## src/design/size_class_block_allocator_top_defines.svh

```systemverilog
// ----------------------------------------------------------------------------
// size class block allocator: assertion macros
// shared property wrappers for the allocator modules
// ----------------------------------------------------------------------------
`ifndef SIZE_CLASS_BLOCK_ALLOCATOR_TOP_DEFINES_SVH
`define SIZE_CLASS_BLOCK_ALLOCATOR_TOP_DEFINES_SVH

// checked on every rising edge outside reset, with explicit clock and reset
`define SCBA_ASSERT_CR(lbl, clk, rst_n, prop, msg) \
  lbl: assert property (@(posedge clk) disable iff (!rst_n) prop) else $error(msg);

// same, on the usual clk_i / rst_ni pair
`define SCBA_ASSERT(lbl, prop, msg) `SCBA_ASSERT_CR(lbl, clk_i, rst_ni, prop, msg)

`endif

```

## src/design/scba_pkg.sv

```systemverilog
// ----------------------------------------------------------------------------
// scba_pkg
// types, constants and helper functions of the size class block allocator
// ----------------------------------------------------------------------------
`default_nettype none

package scba_pkg;

  localparam int unsigned HEAP_GRANULES_MAX_DEF = 262144;
  localparam int unsigned NUM_CLASSES_DEF       = 7;

  localparam int unsigned ADDR_W    = 64;
  localparam int unsigned SIZE_W    = 32;
  localparam int unsigned HG_W      = 19;
  localparam int unsigned CLS_W     = 3;
  localparam int unsigned TAG_W     = 3;
  localparam int unsigned NEED_W    = 8;
  localparam int unsigned CFG_IDX_W = 1;
  localparam int unsigned CLASS_MAX = 7;

  localparam logic [HG_W-1:0]      HEAP_GRANULES_RST = HG_W'(262144);
  localparam logic [CLS_W-1:0]     CLS_NONE          = 3'd7;
  localparam logic [TAG_W-1:0]     TAG_NONE          = 3'd0;
  localparam logic [CFG_IDX_W-1:0] CFG_HEAP_BASE     = 1'b0;
  localparam logic [CFG_IDX_W-1:0] CFG_HEAP_GRANULES = 1'b1;

  typedef enum logic [2:0] {
    ST_ALLOCATED  = 3'd0,
    ST_FREED      = 3'd1,
    ST_NEEDS_MAP  = 3'd2,
    ST_EXHAUSTED  = 3'd3,
    ST_OUTSIDE    = 3'd4,
    ST_BAD_HEADER = 3'd5,
    ST_NULL       = 3'd6
  } status_e;

  // free stack update requests
  typedef struct packed {
    logic             pop;
    logic             push;
    logic             bump;
    logic [CLS_W-1:0] cls;
  } stk_ctrl_t;

  // smallest class of 16 << c bytes that holds size, CLS_NONE above 1024
  function automatic logic [CLS_W-1:0] size_to_class(input logic [SIZE_W-1:0] size);
    logic [CLS_W-1:0] cls;
    logic             found;
    cls   = CLS_NONE;
    found = 1'b0;
    for (int c = 0; c < CLASS_MAX; c++) begin
      if (!found && size <= (SIZE_W'(16) << c)) begin
        cls   = CLS_W'(c);
        found = 1'b1;
      end
    end
    return cls;
  endfunction

  // granules per block: class bytes plus header, rounded to 16
  function automatic logic [NEED_W-1:0] class_need(input logic [CLS_W-1:0] cls);
    return (NEED_W'(1) << cls) + NEED_W'(1);
  endfunction

endpackage

`default_nettype wire

```

## src/design/scba_stack_regs.sv

```systemverilog
// ----------------------------------------------------------------------------
// scba_stack_regs
// per-class free stack heads and counts, and the heap bump pointer
// ----------------------------------------------------------------------------
`default_nettype none

`include "size_class_block_allocator_top_defines.svh"

module scba_stack_regs import scba_pkg::*; #(
  parameter int unsigned HEAP_GRANULES_MAX = HEAP_GRANULES_MAX_DEF,
  parameter int unsigned NUM_CLASSES       = NUM_CLASSES_DEF,
  localparam int unsigned GW    = $clog2(HEAP_GRANULES_MAX),
  localparam int unsigned CNT_W = GW + 1
) (
  input  wire logic             clk_i,
  input  wire logic             rst_ni,
  input  wire stk_ctrl_t        ctrl_i,
  input  wire logic [GW-1:0]    g_i,
  input  wire logic [GW-1:0]    link_i,
  input  wire logic [CNT_W-1:0] bump_nxt_i,
  output logic      [GW-1:0]    head_o [NUM_CLASSES],
  output logic                  cnt_nz_o [NUM_CLASSES],
  output logic      [CNT_W-1:0] bump_o
);

  localparam int unsigned CI_W = (NUM_CLASSES > 1) ? $clog2(NUM_CLASSES) : 1;

  logic [GW-1:0]    head_q [NUM_CLASSES];
  logic [GW-1:0]    head_d [NUM_CLASSES];
  logic [CNT_W-1:0] cnt_q  [NUM_CLASSES];
  logic [CNT_W-1:0] cnt_d  [NUM_CLASSES];
  logic [CNT_W-1:0] bump_q, bump_d;
  logic [CI_W-1:0]  ci;

  assign ci = ctrl_i.cls[CI_W-1:0];

  always_comb begin
    head_d = head_q;
    cnt_d  = cnt_q;
    bump_d = bump_q;
    if (ctrl_i.pop) begin
      cnt_d[ci]  = cnt_q[ci] - CNT_W'(1);
      // last block leaves an empty stack with a zero head
      head_d[ci] = (cnt_q[ci] == CNT_W'(1)) ? '0 : link_i;
    end
    if (ctrl_i.push) begin
      cnt_d[ci]  = cnt_q[ci] + CNT_W'(1);
      head_d[ci] = g_i;
    end
    if (ctrl_i.bump) begin
      bump_d = bump_nxt_i;
    end
  end

  always_ff @(posedge clk_i or negedge rst_ni) begin
    if (!rst_ni) begin
      for (int c = 0; c < NUM_CLASSES; c++) begin
        head_q[c] <= '0;
        cnt_q[c]  <= '0;
      end
      bump_q <= '0;
    end else begin
      head_q <= head_d;
      cnt_q  <= cnt_d;
      bump_q <= bump_d;
    end
  end

  always_comb begin
    for (int c = 0; c < NUM_CLASSES; c++) begin
      head_o[c]   = head_q[c];
      cnt_nz_o[c] = (cnt_q[c] != '0);
    end
  end

  assign bump_o = bump_q;

  `SCBA_ASSERT(a_pop_needs_block, ctrl_i.pop |-> (!ctrl_i.push && cnt_q[ci] != '0), "pop from an empty free stack")

endmodule

`default_nettype wire

```

## config.mk

```make
export PLATFORM = sky130hd
export DESIGN_NAME = scba_stack_regs
export DESIGN_NICKNAME = d
export VERILOG_FILES = /design/src/design/scba_pkg.sv /design/src/design/scba_stack_regs.sv
export VERILOG_INCLUDE_DIRS = /design/src /design/src/design
export SDC_FILE = /design/constraint.sdc
export NUM_CORES = 1
export LEC_CHECK = 0
export BUFFER_PORTS_ARGS = -buffer_cell sky130_fd_sc_hd__buf_2
export CAP_MARGIN = 0
export CELL_PAD_IN_SITES_DETAIL_PLACEMENT = 1
export CELL_PAD_IN_SITES_GLOBAL_PLACEMENT = 1
export CORE_ASPECT_RATIO = 0.8
export CORE_MARGIN = 2
export CORE_UTILIZATION = 45
export DETAILED_ROUTE_END_ITERATION = 10
export PLACE_DENSITY = 0.87
export SLEW_MARGIN = 20
export SYNTH_ARGS = -nofsm -noshare
export SYNTH_HDL_FRONTEND = slang
export SYNTH_SLANG_ARGS = --single-unit
```

## constraint.sdc

```tcl
create_clock -name clk_i -period 3.41 [get_ports clk_i]
set_input_delay 1.023 -clock clk_i [delete_from_list [all_inputs] [get_ports clk_i]]
set_output_delay 1.023 -clock clk_i [all_outputs]
set_load 0.005 [all_outputs]
```

# ---- Word-level counts from Yosys, hierarchy flattened
# Index checks and enable logic that the tools add are counted.
dict set report op_classes {
  addsub 2
  n_mul 0
  div 0
  magnitude_cmp 2
  n_eq_ne 1
  shift 0
  n_mux 16
  bitwise 1
  n_reduce_logical 8
}
# op n
set ops {}
lappend ops {{133-bit bitwise mux} 2}
lappend ops {{133-bit 2-to-1 mux} 2}
lappend ops {{126-bit bitwise mux} 2}
lappend ops {{126-bit 2-to-1 mux} 2}
lappend ops {{19-bit nonzero test} 7}
lappend ops {{19-bit binary-select mux with 3-bit select} 1}
lappend ops {{19-bit demux with 3-bit select} 1}
lappend ops {{19-bit 2-to-1 mux} 3}
lappend ops {{18-bit demux with 3-bit select} 1}
lappend ops {{18-bit 2-to-1 mux} 2}
lappend ops {{19-bit by 1-bit adder with 19-bit output (second input constant)} 1}
lappend ops {{19-bit by 1-bit equality test with 1-bit output (second input constant)} 1}
lappend ops {{19-bit by 1-bit subtractor with 19-bit output (second input constant)} 1}
lappend ops {{4-bit greater-or-equal comparator (second input constant)} 1}
lappend ops {{4-bit by 1-bit less-than comparator with 1-bit output (second input constant)} 1}
lappend ops {{3-bit inverter with 4-bit output} 1}
lappend ops {{1-bit logical AND} 1}
dict set report totals {
  ff_bits 278
  latchBits 0
  mem_bits_rw 0
  rom_bits 0
  inputBits 63
  output_inout_bits 152
  wordCells 45
  mem_count 0
}

# ---- Longest topological paths before layout
dict set report depth {
  word_depth 10
  mapped_depth 14
  ltp_nobuf 10
}

# ---- Worst setup path before layout
# No wires, ideal clock.
dict set report synth_path {
  kind {input port to flip-flop}
  startpoint {input ctrl_i[2] (netlist bit)}
  endpoint {register cnt_q[111] (netlist bit)}
  setup_time_ns 0.121
  arrival_ns 3.708
  path_slack_ns -0.419
  cell_stages 14
  path_cell_list {buf_6 -> buf_6 -> buf_4 -> a21oi_1 -> a211oi_1 -> nor4_4 -> inv_1 -> ha_1 -> nor4b_4 -> nand4_4 -> or3_1 -> buf_2 -> a221o_1 -> a22o_1}
}
# element line_no
set synth_lines {}
lappend synth_lines {{from (decl)} scba_stack_regs.sv:17} ;# input wire stk_ctrl_t ctrl_i,
lappend synth_lines {{to (signal assigned)} scba_stack_regs.sv:64} ;# cnt_q <= cnt_d;
lappend synth_lines {{to (decl)} scba_stack_regs.sv:30} ;# logic [CNT_W-1:0] cnt_q [NUM_CLASSES];

==> qor.csv <==
stage;metric;value;unit
run_status;status;finished with violations;
run_status;failing checks;setup timing;
routing;Via density;7.19;
final_layout;multi-input logic area;0.00793;mm^2
clock_tree;CTS Root Cell;clkbuf_16;
power_and_ir_drop;PwrDens;643;mW/mm^2
sta;fmax;286;MHz
job;Max-Cap Viols;0;
yosys;asr flop ratio synth;100;%
routing;Initial DRC Count;2431;
place;Placement Cell Area;0.0184;mm^2
sta;min Tclk post-route;3490;ps
yosys;post-synthesis instance total;1634;
clock_tree;CTS buffer count;31;
routing;wire per inst;33.3;um
global_routing;largest net degree at the start of global routing;75;
yosys;Synth cell types;79;
clock_tree;CTS tree;built;
sta;Final period util;102;%
setup_path;Worst Path Arrival;2470;ps
sta;unrepaired setup endpoints after global routing;yes;
final_layout;layout cell share with drive strength beyond 1;32.0;%
final_layout;register area;0.00696;mm^2
clock_tree;clock latency on the worst-skew pair;600;ps
power_and_ir_drop;VDD IR max;0.451;mV
place;IO buf count;214;
routing;Post-DRT Antenna Nets;0;
routing;routed via count;17500;
sta;worst slew pin tran;1160;ps
clock_tree;clock sink count;278;
setup_path;Req. time, crit path;2390;ps
yosys;Mapped Area;0.0152;mm^2
place;post-DP HPWL;55100;um
setup_path;startpoint types;flip-flop;
yosys;mean post-synth cell area;9.29;um^2
final_layout;# fillers;3781;
yosys;post-synth net total;1700;
clock_tree;H-tree lvl count;1;
place;Setup WS pre-CTS;-620;ps
yosys;Seq/Total Area, Yosys;45.8;%
sta;Slew Limit Fails;0;
floorplanning;initial core utilization;45.4;%
routing;DRC errors left;0;
power_and_ir_drop;Pleak;8.33;nW
floorplanning;Die H;168;um
place;GPL Wtd Cong;1.08;
sta;final hold viol count;0;
setup_path;Crit Path Class;reg -> out;
final_layout;nets;2051;
setup_path;crit end category;output port;
sta;Max-slew headroom;21.6;%
routing;TritonRoute pass-1 iters;6;
clock_tree;clk buf depth;3;
setup_path;crit-path max FO;3;
floorplanning;number of I/O pins;215;
final_layout;Layout Cell Area excl Fill;0.0196;mm^2
setup_path;Reg2Reg Depth;11;
yosys;top_reg_cell synth;dfrtp_1;
final_layout;synth-to-layout area growth;29.3;%
clock_tree;CTS Hold Bufs;0;
sta;Layout Skew;29.2;ps
global_routing;first-pass GRT wire length;118000;um
worst_hold_path;worst hold path type;in -> async;
yosys;Yosys reg bits;278;
global_routing;grt ovf;0;
floorplanning;Die Area;0.0352;mm^2
floorplanning;Die Width;209;um
yosys;Post-synth EDFFs;0;
clock_tree;Clk pin slew, worst setup/hold paths;60;ps
floorplanning;FP Rows;60;
global_routing;all-layer global routing usage;45.2;%
final_layout;Core Util, Final;58.7;%
yosys;Synth warnings;0;
sta;slack of the critical path;-83.6;ps
floorplanning;core region area;0.0334;mm^2
sta;Setup Viol. Count Final;5;
routing;final wirelength;81200;um
global_routing;initial antenna violation count;5;
global_routing;vias in the first global route;18000;
-- stage by stage --
| step | hold slack, ps | instances | total power, W | TNS (ps) |
|---|---|---|---|---|
| 6_report | 361 | 2440 | 0.0126 | -322 |
| 5_1_grt | 386 | 2439 | 0.0130 | -190 |
| 4_1_cts | 392 | 2433 | 0.0123 | 0 |
| 3_5_place_dp | 497 | 2379 | 0.00884 | -98120 |
| 3_3_place_gp | 483 | 2379 | 0.00862 | -81310 |
| 2_1_floorplan | 466 | 1634 | 0.00681 | -1620 |
-- worst paths after layout --
| check | slack (ps) | end | from |
|---|---|---|---|
| worst max-delay path | -80 | cnt_nz_o[4] | cnt_q[76] |
| worst min-delay path | 360 | bump_o[17] | rst_ni |
| worst max register to register | 340 | cnt_q[35] | cnt_q[1] |
| worst min register to register | 510 | bump_o[9] | bump_o[9] |
| max in group asynchronous | 2150 | cnt_q[126] | rst_ni |
| min in group clk_i | 510 | bump_o[9] | bump_o[9] |
-- synth_stat cells (all sizes together), types with 8 or more instances --
master,number,share of area [%]
nor4,32,1.6
dfrtp,278,46
a21oi,298,9.8
buf,47,2.0
o21ai,28,0.95
nand3,79,2.6
a22oi,24,1.3
a221o,33,2.2
a22o,12,0.69
o22ai,76,3.1
a31oi,8,0.33
nor2,182,4.5
mux2,38,2.9
and3,10,0.41
nand4,15,0.82
clkbuf,93,2.3
nor2b,15,0.62
a221oi,30,1.9
o211ai,8,0.40
mux2i,31,2.1
o221ai,30,1.7
nand2,109,2.7
and2,11,0.45
xnor2,28,1.7
nor3,19,0.92
o22a,18,1.0
-- registers in the layout (all words and copies together), names as in the netlist --
signal	flops
cnt_q	133
head_o	126
bump_o	19
-- placed cells by master, fill, tap and decap left out, drive strengths merged, types with 5 or more instances in the layout --
cell type  count
and3          10
nor3          19
dfrtp        278
nand2        109
xnor2         28
nor2b         15
o22ai         76
a31oi          8
a221oi        30
o22a          18
nand2b         5
and2          12
o21ai         28
clkbuf        43
nand3         79
or4            7
a22o          12
nand4         15
a21oi        298
o21a           6
o221ai        30
a22oi         24
buf          456
a221o         33
nor2         182
nor4          32
inv            8
mux2i         31
mux2          38
o211ai         8
o221a          7
clkinv         6
nor3b          5
-- kinds of logic after synthesis --
group           Yosys count  synth area share, %
mux                      71                 5.29
simple gates            508                 16.8
buf+inv                 147                 4.47
flops                   278                 45.8
compound gates          596                 25.5
xor+xnor                 31                 1.84
fa+ha+maj                 3                0.247
-- final cells by class --
cell class / instances / share of cell area [%]
Timing Repair Buffer: 457 / 16.2
Clock buffer: 43 / 4.44
Tap cell: 434 / 2.77
Multi-Input combinational cell: 1210 / 40.4
Antenna cell: 2 / 0.0255
Clock inverter: 9 / 0.555
Inverter: 7 / 0.134
Sequential cell: 278 / 35.5
-- layer usage --
layer  up-vias  GRT usage, %  wire length, um
met4         6          25.7             5490
met2      1579          65.3            34000
met1      8662          58.5            29400
li1       6822             -                -
met5         -          1.79              116
met3       469          16.4            12200
-- where the power goes --
| group | switching (W) | leakage, nW | total [W] | internal, W |
|---|---|---|---|---|
| combinational | 0.00220 | 4.65 | 0.00397 | 0.00177 |
| clock | 0.00148 | 0.484 | 0.00340 | 0.00192 |
| sequential | 0.00111 | 3.19 | 0.00525 | 0.00414 |
-- repair_timing --
action                                  4_1_cts  5_1_grt
gates cloned                                  1        1
gates resized for setup                       7       29
setup buffers                                 1        4
endpoints found under the setup margin       23       70
pin swaps                                     4       10
-- critical path: stages (launching register included) --
cell and delay, ps:
dfrtp_1 450, nor4_1 410, nand4_1 340, or4_1 530, buf_2 160
(Power assumes the default switching activity.)
